<file path="config.mk">
export PLATFORM = sky130hd
export DESIGN_NAME = tty_line_discipline_flat
export DESIGN_NICKNAME = d
export VERILOG_FILES = /design/src/tld_pkg.sv /design/src/tld_if.sv /design/src/tld_line_ram.sv /design/src/tld_ctrl.sv /design/src/tty_line_discipline.sv /design/src/flat_wrapper.sv
export SDC_FILE = /design/constraint.sdc
export NUM_CORES = 1
export LEC_CHECK = 0
export BUFFER_PORTS_ARGS = -buffer_cell sky130_fd_sc_hd__buf_2
export CORE_MARGIN = 8
export CORE_UTILIZATION = 50
export DETAILED_ROUTE_END_ITERATION = 12
export HOLD_SLACK_MARGIN = 0.06
export PLACE_DENSITY = 0.71
export SETUP_SLACK_MARGIN = 0.3
export SLEW_MARGIN = 20
export SYNTH_ARGS = -nofsm -noshare
export SYNTH_HDL_FRONTEND = slang
export SYNTH_SLANG_ARGS = --single-unit
</file>
<file path="constraint.sdc">
create_clock -name clk -period 4.2 [get_ports clk]
set_clock_uncertainty 0.1 [all_clocks]
set_input_delay 0.21 -clock clk [delete_from_list [all_inputs] [get_ports clk]]
set_output_delay 0.21 -clock clk [all_outputs]
set_load 0.01 [all_outputs]
</file>
<file path="src/tld_pkg.sv">
package tld_pkg;

  localparam int KEY_W      = 8;
  localparam int GROUP_W    = 16;
  localparam int CFG_IDX_W  = 2;
  localparam int CFG_DATA_W = 16;

  // Special key codes.
  localparam logic [KEY_W-1:0] KEY_CTRL_C = 8'h03;
  localparam logic [KEY_W-1:0] KEY_CTRL_Q = 8'h11;
  localparam logic [KEY_W-1:0] KEY_CTRL_Z = 8'h1A;
  localparam logic [KEY_W-1:0] KEY_BS     = 8'h08;
  localparam logic [KEY_W-1:0] KEY_NL     = 8'h0A;
  localparam logic [KEY_W-1:0] KEY_SP     = 8'h20;

  // Result destinations.
  localparam logic [1:0] DEST_ECHO   = 2'd0;
  localparam logic [1:0] DEST_READER = 2'd1;
  localparam logic [1:0] DEST_SIGNAL = 2'd2;

  // Signal kinds.
  localparam logic [1:0] SIG_INT  = 2'd0;
  localparam logic [1:0] SIG_CONT = 2'd1;
  localparam logic [1:0] SIG_STOP = 2'd2;

  // Configuration register indexes.
  localparam logic [CFG_IDX_W-1:0] CFG_ECHO_ENABLE    = 2'd0;
  localparam logic [CFG_IDX_W-1:0] CFG_CANONICAL_MODE = 2'd1;
  localparam logic [CFG_IDX_W-1:0] CFG_PROCESS_GROUP  = 2'd2;

  typedef struct packed {
    logic               echo_enable;
    logic               canonical_mode;
    logic [GROUP_W-1:0] process_group;
  } cfg_t;

endpackage

</file>
<file path="src/tld_if.sv">
interface tld_key_if;
  import tld_pkg::*;
  logic             valid;
  logic             ready;
  logic [KEY_W-1:0] key_byte;

  modport source (output valid, output key_byte, input ready);
  modport sink (input valid, input key_byte, output ready);
endinterface

interface tld_res_if;
  import tld_pkg::*;
  logic               valid;
  logic               ready;
  logic [1:0]         destination;
  logic [KEY_W-1:0]   data_byte;
  logic [1:0]         signal_kind;
  logic [GROUP_W-1:0] signal_group;
  logic               last;

  modport source (output valid, output destination, output data_byte, output signal_kind,
                  output signal_group, output last, input ready);
  modport sink (input valid, input destination, input data_byte, input signal_kind,
                input signal_group, input last, output ready);
endinterface

interface tld_cfg_if;
  import tld_pkg::*;
  logic                  valid;
  logic                  ready;
  logic [CFG_IDX_W-1:0]  reg_index;
  logic [CFG_DATA_W-1:0] wr_data;

  modport source (output valid, output reg_index, output wr_data, input ready);
  modport sink (input valid, input reg_index, input wr_data, output ready);
endinterface

</file>
<file path="src/tld_line_ram.sv">
module tld_line_ram #(
  parameter int LINE_DEPTH = 32,
  parameter int AW         = 5
) (
  input  logic                      clk,
  input  logic                      wr_en,
  input  logic [AW-1:0]             wr_addr,
  input  logic [tld_pkg::KEY_W-1:0] wr_data,
  input  logic [AW-1:0]             rd_addr,
  output logic [tld_pkg::KEY_W-1:0] rd_data
);
  import tld_pkg::*;

  logic [KEY_W-1:0] mem [LINE_DEPTH];
  logic [KEY_W-1:0] rd_data_r;

  always_ff @(posedge clk) begin
    if (wr_en) begin
      mem[wr_addr] <= wr_data;
    end
  end

  always_ff @(posedge clk) begin
    rd_data_r <= mem[rd_addr];
  end

  assign rd_data = rd_data_r;

endmodule

</file>
<file path="src/tld_ctrl.sv">
module tld_ctrl #(
  parameter int LINE_DEPTH = 32
) (
  input  logic          clk,
  input  logic          rst_n,
  input  tld_pkg::cfg_t cfg,
  tld_key_if.sink       in_key,
  tld_res_if.source     out_res
);
  import tld_pkg::*;

  localparam int CW = $clog2(LINE_DEPTH + 1);
  localparam int AW = $clog2(LINE_DEPTH);
  localparam logic [CW-1:0] DEPTH_C = CW'(LINE_DEPTH);
  localparam logic [CW-1:0] ONE_C   = CW'(1);

  localparam logic [2:0] ST_IDLE  = 3'd0;
  localparam logic [2:0] ST_ECHO  = 3'd1;
  localparam logic [2:0] ST_SIG   = 3'd2;
  localparam logic [2:0] ST_WAIT  = 3'd3;
  localparam logic [2:0] ST_FLUSH = 3'd4;

  logic [2:0]         state_r, state_nxt;
  logic [CW-1:0]      fill_r, fill_nxt;
  logic [CW-1:0]      flush_len_r, flush_len_nxt;
  logic [CW-1:0]      idx_r, idx_nxt;
  logic [1:0]         echo_pos_r, echo_pos_nxt;
  logic               erase_r, erase_nxt;
  logic               sig_r, sig_nxt;
  logic [1:0]         kind_r, kind_nxt;
  logic [KEY_W-1:0]   key_r, key_nxt;

  logic               out_valid_r, out_valid_nxt;
  logic [1:0]         dest_r, dest_nxt;
  logic [KEY_W-1:0]   data_r, data_nxt;
  logic [1:0]         okind_r, okind_nxt;
  logic [GROUP_W-1:0] group_r, group_nxt;
  logic               last_r, last_nxt;

  logic               accept;
  logic               slot_free;
  logic               emit;
  logic [1:0]         em_dest;
  logic [KEY_W-1:0]   em_data;
  logic [1:0]         em_kind;
  logic [GROUP_W-1:0] em_group;
  logic               em_last;

  logic [KEY_W-1:0]   c;
  logic               erase, trig, has_sig, has_echo;
  logic [1:0]         kind;
  logic [CW-1:0]      new_fill;
  logic [2:0]         after_sig;

  logic               ram_wr_en;
  logic [KEY_W-1:0]   ram_rd_data;

  assign accept    = in_key.valid && in_key.ready;
  assign slot_free = !out_valid_r || out_res.ready;
  assign c         = in_key.key_byte;

  // Decode of the incoming word.
  always_comb begin
    erase    = cfg.canonical_mode && (c == KEY_BS);
    has_sig  = (c == KEY_CTRL_C) || (c == KEY_CTRL_Q) || (c == KEY_CTRL_Z);
    trig     = has_sig || (c == KEY_NL) || !cfg.canonical_mode;
    has_echo = cfg.echo_enable && (!erase || (fill_r != '0));
    priority if (c == KEY_CTRL_Q) begin
      kind = SIG_CONT;
    end else if (c == KEY_CTRL_Z) begin
      kind = SIG_STOP;
    end else begin
      kind = SIG_INT;
    end
    if (erase) begin
      new_fill = (fill_r != '0) ? fill_r - ONE_C : fill_r;
    end else begin
      new_fill = (fill_r < DEPTH_C) ? fill_r + ONE_C : fill_r;
    end
    ram_wr_en = accept && !erase && (fill_r < DEPTH_C);
  end

  tld_line_ram #(
    .LINE_DEPTH (LINE_DEPTH),
    .AW         (AW)
  ) u_line_ram (
    .clk     (clk),
    .wr_en   (ram_wr_en),
    .wr_addr (fill_r[AW-1:0]),
    .wr_data (c),
    .rd_addr (idx_r[AW-1:0]),
    .rd_data (ram_rd_data)
  );

  // Sequencer: one result word per step, all through the single output register.
  always_comb begin
    state_nxt     = state_r;
    fill_nxt      = fill_r;
    flush_len_nxt = flush_len_r;
    idx_nxt       = idx_r;
    echo_pos_nxt  = echo_pos_r;
    erase_nxt     = erase_r;
    sig_nxt       = sig_r;
    kind_nxt      = kind_r;
    key_nxt       = key_r;
    emit          = 1'b0;
    em_dest       = DEST_ECHO;
    em_data       = '0;
    em_kind       = SIG_INT;
    em_group      = '0;
    em_last       = 1'b0;
    after_sig     = (flush_len_r != '0) ? ST_WAIT : ST_IDLE;

    unique case (state_r)
      ST_IDLE: begin
        if (accept) begin
          key_nxt       = c;
          erase_nxt     = erase;
          sig_nxt       = has_sig;
          kind_nxt      = kind;
          echo_pos_nxt  = '0;
          idx_nxt       = '0;
          flush_len_nxt = trig ? new_fill : '0;
          fill_nxt      = trig ? '0 : new_fill;
          priority if (has_echo) begin
            state_nxt = ST_ECHO;
          end else if (has_sig) begin
            state_nxt = ST_SIG;
          end else if (trig && (new_fill != '0)) begin
            state_nxt = ST_WAIT;
          end else begin
            state_nxt = ST_IDLE;
          end
        end
      end
      ST_ECHO: begin
        emit    = slot_free;
        em_dest = DEST_ECHO;
        if (erase_r) begin
          em_data = (echo_pos_r == 2'd1) ? KEY_SP : KEY_BS;
        end else begin
          em_data = key_r;
        end
        em_last = (!erase_r || (echo_pos_r == 2'd2)) && !sig_r && (flush_len_r == '0);
        if (emit) begin
          if (erase_r && (echo_pos_r != 2'd2)) begin
            echo_pos_nxt = echo_pos_r + 2'd1;
          end else if (sig_r) begin
            state_nxt = ST_SIG;
          end else begin
            state_nxt = after_sig;
          end
        end
      end
      ST_SIG: begin
        emit     = slot_free;
        em_dest  = DEST_SIGNAL;
        em_kind  = kind_r;
        em_group = cfg.process_group;
        em_last  = (flush_len_r == '0);
        if (emit) begin
          state_nxt = after_sig;
        end
      end
      ST_WAIT: begin
        // The line memory read of idx_r lands at the next edge.
        state_nxt = ST_FLUSH;
      end
      ST_FLUSH: begin
        emit    = slot_free;
        em_dest = DEST_READER;
        em_data = ram_rd_data;
        em_last = (idx_r == flush_len_r - ONE_C);
        if (emit) begin
          if (em_last) begin
            state_nxt = ST_IDLE;
          end else begin
            idx_nxt   = idx_r + ONE_C;
            state_nxt = ST_WAIT;
          end
        end
      end
      default: begin
        state_nxt = ST_IDLE;
      end
    endcase
  end

  always_comb begin
    out_valid_nxt = emit || (out_valid_r && !out_res.ready);
    dest_nxt      = emit ? em_dest  : dest_r;
    data_nxt      = emit ? em_data  : data_r;
    okind_nxt     = emit ? em_kind  : okind_r;
    group_nxt     = emit ? em_group : group_r;
    last_nxt      = emit ? em_last  : last_r;
  end

  always_ff @(posedge clk) begin
    if (!rst_n) begin
      state_r     <= ST_IDLE;
      fill_r      <= '0;
      flush_len_r <= '0;
      idx_r       <= '0;
      echo_pos_r  <= '0;
      out_valid_r <= 1'b0;
    end else begin
      state_r     <= state_nxt;
      fill_r      <= fill_nxt;
      flush_len_r <= flush_len_nxt;
      idx_r       <= idx_nxt;
      echo_pos_r  <= echo_pos_nxt;
      out_valid_r <= out_valid_nxt;
    end
  end

  always_ff @(posedge clk) begin
    erase_r <= erase_nxt;
    sig_r   <= sig_nxt;
    kind_r  <= kind_nxt;
    key_r   <= key_nxt;
    dest_r  <= dest_nxt;
    data_r  <= data_nxt;
    okind_r <= okind_nxt;
    group_r <= group_nxt;
    last_r  <= last_nxt;
  end

  assign in_key.ready         = (state_r == ST_IDLE);
  assign out_res.valid        = out_valid_r;
  assign out_res.destination  = dest_r;
  assign out_res.data_byte    = data_r;
  assign out_res.signal_kind  = okind_r;
  assign out_res.signal_group = group_r;
  assign out_res.last         = last_r;

  a_fill_bound: assert property (@(posedge clk) disable iff (!rst_n)
    (fill_r <= DEPTH_C) && (flush_len_r <= DEPTH_C))
    else $error("line fill count exceeds the line depth");

  a_idx_in_line: assert property (@(posedge clk) disable iff (!rst_n)
    ((state_r == ST_WAIT) || (state_r == ST_FLUSH)) |-> (idx_r < flush_len_r))
    else $error("flush read index outside the delivered line");

  a_last_ends_item: assert property (@(posedge clk) disable iff (!rst_n)
    (emit && em_last) |=> (state_r == ST_IDLE))
    else $error("sequencer kept running after the final word of an item");

  a_flush_empties: assert property (@(posedge clk) disable iff (!rst_n)
    (accept && trig) |=> (fill_r == '0))
    else $error("line not emptied on delivery");

  a_busy_not_ready: assert property (@(posedge clk) disable iff (!rst_n)
    (emit && !em_last) |=> !in_key.ready)
    else $error("new word accepted before the current item finished");

endmodule

</file>
<file path="src/tty_line_discipline.sv">
// Channel   Port     Direction  Payload
// key in    in_key   sink       key_byte
// result    out_res  source     destination, data_byte, signal_kind, signal_group, last
// config    cfg_wr   sink       reg_index, wr_data (always ready)
//
// One input word is accepted while idle, then yields its echo words (0, 1 or 3),
// a signal event for a signal key, and the delivered line bytes, each read in a wait
// step before it is sent. The line memory's single registered read port
// and the one output register set the flush pace. in_key.ready is low while a word
// is in progress; a stalled result holds the sequencer in place. Synchronous reset
// empties the line and restores the register defaults; no clearing pass is needed.
module tty_line_discipline #(
  parameter int LINE_DEPTH = 32
) (
  input  logic      clk,
  input  logic      rst_n,
  tld_key_if.sink   in_key,
  tld_res_if.source out_res,
  tld_cfg_if.sink   cfg_wr
);
  import tld_pkg::*;

  logic               echo_enable_r, echo_enable_nxt;
  logic               canonical_mode_r, canonical_mode_nxt;
  logic [GROUP_W-1:0] process_group_r, process_group_nxt;
  cfg_t               cfg;

  always_comb begin
    echo_enable_nxt    = echo_enable_r;
    canonical_mode_nxt = canonical_mode_r;
    process_group_nxt  = process_group_r;
    if (cfg_wr.valid) begin
      unique case (cfg_wr.reg_index)
        CFG_ECHO_ENABLE:    echo_enable_nxt    = cfg_wr.wr_data[0];
        CFG_CANONICAL_MODE: canonical_mode_nxt = cfg_wr.wr_data[0];
        CFG_PROCESS_GROUP:  process_group_nxt  = cfg_wr.wr_data[GROUP_W-1:0];
        default: begin
        end
      endcase
    end
  end

  always_ff @(posedge clk) begin
    if (!rst_n) begin
      echo_enable_r    <= 1'b1;
      canonical_mode_r <= 1'b1;
      process_group_r  <= '0;
    end else begin
      echo_enable_r    <= echo_enable_nxt;
      canonical_mode_r <= canonical_mode_nxt;
      process_group_r  <= process_group_nxt;
    end
  end

  assign cfg_wr.ready       = 1'b1;
  assign cfg.echo_enable    = echo_enable_r;
  assign cfg.canonical_mode = canonical_mode_r;
  assign cfg.process_group  = process_group_r;

  tld_ctrl #(
    .LINE_DEPTH (LINE_DEPTH)
  ) u_ctrl (
    .clk     (clk),
    .rst_n   (rst_n),
    .cfg     (cfg),
    .in_key  (in_key),
    .out_res (out_res)
  );

endmodule

</file>
<file path="src/flat_wrapper.sv">
// flat-port wrapper written by rule: the top's interface ports become plain ports
module tty_line_discipline_flat import tld_pkg::*;
#(
  parameter int LINE_DEPTH = 32
)
  (clk, rst_n, in_key_valid, in_key_key_byte, in_key_ready, out_res_valid, out_res_destination, out_res_data_byte, out_res_signal_kind, out_res_signal_group, out_res_last, out_res_ready, cfg_wr_valid, cfg_wr_reg_index, cfg_wr_wr_data, cfg_wr_ready);
  tld_key_if in_key_i ();
  tld_res_if out_res_i ();
  tld_cfg_if cfg_wr_i ();
  input  logic clk;
  input  logic rst_n;
  input wire logic [$bits(in_key_i.valid)-1:0] in_key_valid;
  input wire logic [$bits(in_key_i.key_byte)-1:0] in_key_key_byte;
  output wire logic [$bits(in_key_i.ready)-1:0] in_key_ready;
  output wire logic [$bits(out_res_i.valid)-1:0] out_res_valid;
  output wire logic [$bits(out_res_i.destination)-1:0] out_res_destination;
  output wire logic [$bits(out_res_i.data_byte)-1:0] out_res_data_byte;
  output wire logic [$bits(out_res_i.signal_kind)-1:0] out_res_signal_kind;
  output wire logic [$bits(out_res_i.signal_group)-1:0] out_res_signal_group;
  output wire logic [$bits(out_res_i.last)-1:0] out_res_last;
  input wire logic [$bits(out_res_i.ready)-1:0] out_res_ready;
  input wire logic [$bits(cfg_wr_i.valid)-1:0] cfg_wr_valid;
  input wire logic [$bits(cfg_wr_i.reg_index)-1:0] cfg_wr_reg_index;
  input wire logic [$bits(cfg_wr_i.wr_data)-1:0] cfg_wr_wr_data;
  output wire logic [$bits(cfg_wr_i.ready)-1:0] cfg_wr_ready;
  assign in_key_i.valid = in_key_valid;
  assign in_key_i.key_byte = in_key_key_byte;
  assign in_key_ready = in_key_i.ready;
  assign out_res_valid = out_res_i.valid;
  assign out_res_destination = out_res_i.destination;
  assign out_res_data_byte = out_res_i.data_byte;
  assign out_res_signal_kind = out_res_i.signal_kind;
  assign out_res_signal_group = out_res_i.signal_group;
  assign out_res_last = out_res_i.last;
  assign out_res_i.ready = out_res_ready;
  assign cfg_wr_i.valid = cfg_wr_valid;
  assign cfg_wr_i.reg_index = cfg_wr_reg_index;
  assign cfg_wr_i.wr_data = cfg_wr_wr_data;
  assign cfg_wr_ready = cfg_wr_i.ready;
  tty_line_discipline #(.LINE_DEPTH(LINE_DEPTH)) u_core (.clk(clk), .rst_n(rst_n), .in_key(in_key_i), .out_res(out_res_i), .cfg_wr(cfg_wr_i));
endmodule
</file>
==> metrics.md <==
| Metric | Value |
|---|---|
| RR Startpoint | u_core.u_ctrl.state_r[2] |
| Critical Path Start Type | flop |
| Core region area | 27,900 µm² |
| Min cycle time layout | 3.20 ns |
| Mapped Nets | 884 |
| Reg-to-reg endpoint | u_core.u_ctrl.u_line_ram.mem[19][1] |
| Mapped Avg Cell Area | 16.8 µm² |
| CTS root buffer | clkbuf_16 |
| Yosys reg bits | around 350 |
| VDD IR max | 0.360 mV |
| Initial antenna violation count | 0 |
| Maxcap violations | 0 |
| Initial core utilization | approximately half |
| GR Overflow Total | 0 |
| Share of post-route cells with drive strength above 1 | approximately a quarter |
| Worst Path Arrival | roughly 3.2 ns |
| Area Overhead vs Synth | 15.7% |
| Dominant synthesized flop cell | edfxtp_1 |
| DRC Markers | 0 |
| Max clock buf depth | 3 |
| Status | finished clean |
| Die W | approximately 180 µm |
| # fillers | ~2k |
| Die area | 34,000 µm² |
| R2R cell count | 7 |
| I/O pin cnt | 63 |
| Setup Viol. Count Final | 0 |
| Final ANT Viol Nets | 0 |
| Area after DPL | 14,900 µm² |
| Crit-path cells | nor3_2 -> nand2_1 -> buf_4 -> clkinv_1 -> buf_4 -> nand3_1 -> nor2_1 |
| DP Wirelength | 19.1 mm |
| CTS tree | built |
| Cts bufs inserted | 36 |
| Synthesis Warnings | 0 |
| Placer congestion estimate | 0.832 |
| First-pass GRT wire length | 46.0 mm |
| Slowest-stage cell, CP | nor2_1 |
| Pin count of the biggest net entering global routing | just over 40 |
| Slew Limit Fails | 0 |
| GRT Util Overall | 17.9% |
| TritonRoute pass-1 iters | 5 |
| Distinct cells, synth | 64 |
| Ys async rst share | 0% |
| Synth Instances | about 840 |
| Htree depth | 2 |
| Critical path startpoint | u_core.u_ctrl.state_r[2] |
| Crit-path max FO | 19 |
| Final WS setup | 1.00 ns |
| Clock Latency Late Sink | 0.53 ns |
| RSZ-0062 raised after global routing | false |
| Row count | 61 |
| Crit share post-route | 76.1% |
| HP Start | in_key_key_byte[2] |
| Hold Path Class | in -> reg |
| Vias per Instance | 5.79 |
| EDFF count, synth | 297 |
| Clock tree sinks | 347 |
| Synthesized area | approximately 14,000 µm² |
| Port bufs | 61 |
| Setup WS pre-CTS | around 0.96 ns |
| Max Fclk | 0.313 GHz |
| Crit. End Element | flop |
| Via count | about 7.8k |
| Clock slew at reported path FFs | 0.06 ns |
| Nets | 978 |
| Initial DRC Count | 670 |
| Seq/Total Area, Yosys | 70.0% |
| Max-slew headroom | 28.1% |
| Most common cell after layout, fill and taps aside | edfxtp_1 |
| Fin. Hold Viols | 0 |
| Most frequent cells in the layout | edfxtp_1, mux4_2, nand2_1, buf_2, dfxtp_1 |
| Final Cell Area | approximately 16,000 µm² |
| WL per Instance | 22.6 µm |
| Hold path endpoint | u_core.u_ctrl.state_r[1] |
| Pwr dens | about 470 nW/µm² |
| CP most frequent cell | buf_4 |
| Slowest stage delay, CP | 0.80 ns |
| Static Leakage | between 5 and 6 nW |
| WHS Path Cells | 4 |
| Critical path required time | 4.23 ns |
| Least-Margin Pin Slew | 1.07 ns |
| Die Y-Extent | approximately 180 µm |
| CP Class | reg -> reg |
| R2R Setup Slk | 1.00 ns |
| Vias in the first global route | 7,604 |
| Setup TNS | 0 ns |
| WL final | slightly above 30 mm |
==> worst max-delay path, delay by kind of cell, from the launching register on <==
kind / cells / cell delay (ns)
simple gates: 4 / 1.70
buf+inv: 3 / 0.52
flops: 1 / 0.46
==> area by class of cell <==
cell class,count,area (µm²),area share (%)
repair buffers,103,691,4.21
clock inverters,24,282,1.72
well taps,378,473,2.88
inverters,19,71.3,0.435
flip-flops and latches,347,9920,60.5
clock buffers,40,937,5.71
multi-input cells,430,4020,24.5
diodes,1,2.50,0.0153
==> what timing repair did <==
item | 4_1_cts | 5_1_grt
hold buffers | 23 | 0
hold endpoints to repair | 21 | 0
gates resized for setup | 0 | 0
buffers inserted | 0 | 0
==> cells by family after synthesis <==
logic type	count (synthesis)	synth area share, %
buffers and inverters	66	1.82
adder cells (fa/ha/maj)	10	0.883
XOR/XNOR	12	0.742
multiplexers	95	13.8
other	1	0.0265
flip-flops	347	70.0
AO/OA/AOI/OAI	100	5.13
AND/OR/NAND/NOR	212	7.57
==> power by group <==
part | switching, mW | internal, mW
clock | 1.28 | 1.93
sequential | 0.0406 | 3.83
combinational | 0.332 | 0.232
==> cell usage after synthesis (6+ instances only) <==
library cell,count,area (µm²)
a21oi_1,11,55.1
xor2_1,6,52.6
and2_1,18,113
edfxtp_1,297,8920
buf_1,7,26.3
xnor2_1,6,52.6
a22o_1,6,52.6
inv_1,18,67.6
nor2_1,48,180
ha_1,10,125
mux2_2,8,90.1
o21ai_0,11,55.1
mux4_2,80,1800
a31oi_1,6,37.5
a22oi_1,8,60.1
dfxtp_1,50,1000
nand2b_1,8,50.1
mux2i_1,7,70.1
nand2_1,66,248
clkbuf_1,36,135
or3_1,7,43.8
a21boi_0,21,158
nor2b_1,15,93.8
nor3_1,10,50.1
nand3_1,9,45.0
o31ai_1,6,45.0
==> per-layer routing <==
metal	up-vias	routed length (µm)	GRT usage [%]
met3	60	2560	4.35
met1	3887	12300	23.9
met2	325	14500	28.5
met4	0	991	6.36
met5	-	0	0
li1	3503	-	-
==> sequential cells by signal, summed over array words and instances, names as in the netlist <==
signal / count
u_core.u_ctrl.idx_r: 6
u_core.u_ctrl.out_res.signal_kind: 2
u_core.u_ctrl.u_line_ram.rd_data: 8
u_core.u_ctrl.key_r: 8
u_core.u_ctrl.erase_r: 1
u_core.process_group_r: 16
u_core.canonical_mode_r: 1
u_core.u_ctrl.flush_len_r: 6
u_core.u_ctrl.echo_pos_r: 2
u_core.u_ctrl.fill_r: 6
u_core.u_ctrl.state_r: 3
u_core.u_ctrl.out_res.valid: 1
u_core.u_ctrl.u_line_ram.mem: 256
u_core.u_ctrl.out_res.destination: 2
u_core.echo_enable_r: 1
u_core.u_ctrl.out_res.signal_group: 16
u_core.u_ctrl.out_res.data_byte: 8
u_core.u_ctrl.out_res.last: 1
u_core.u_ctrl.sig_r: 1
u_core.u_ctrl.kind_r: 2
==> through the flow <==
stage                     total power [mW]  utilization, %  cells  hold WS [ns]
after floorplan                       4.27               -    843         0.209
after global placement                4.48            53.6   1254         0.346
final                                 7.65            58.9   1342         0.109
after detailed placement              4.49            53.6   1254         0.355
after CTS                             7.71            58.8   1341        0.0877
after global routing                  7.89            58.9   1341         0.145
==> how the worst max path moves through the flow <==
stage	end	slack (ns)
3_3_place_gp	u_core.u_ctrl.u_line_ram.mem[20][0]	1.14
5_1_grt	u_core.u_ctrl.u_line_ram.mem[3][4]	0.90
4_1_cts	u_core.u_ctrl.u_line_ram.mem[3][4]	1.11
3_5_place_dp	u_core.u_ctrl.u_line_ram.mem[20][2]	0.96
6_report	u_core.u_ctrl.u_line_ram.mem[19][1]	1.00
2_1_floorplan	u_core.u_ctrl.u_line_ram.mem[15][0]	1.21
Power figures use the tool's default switching activity.
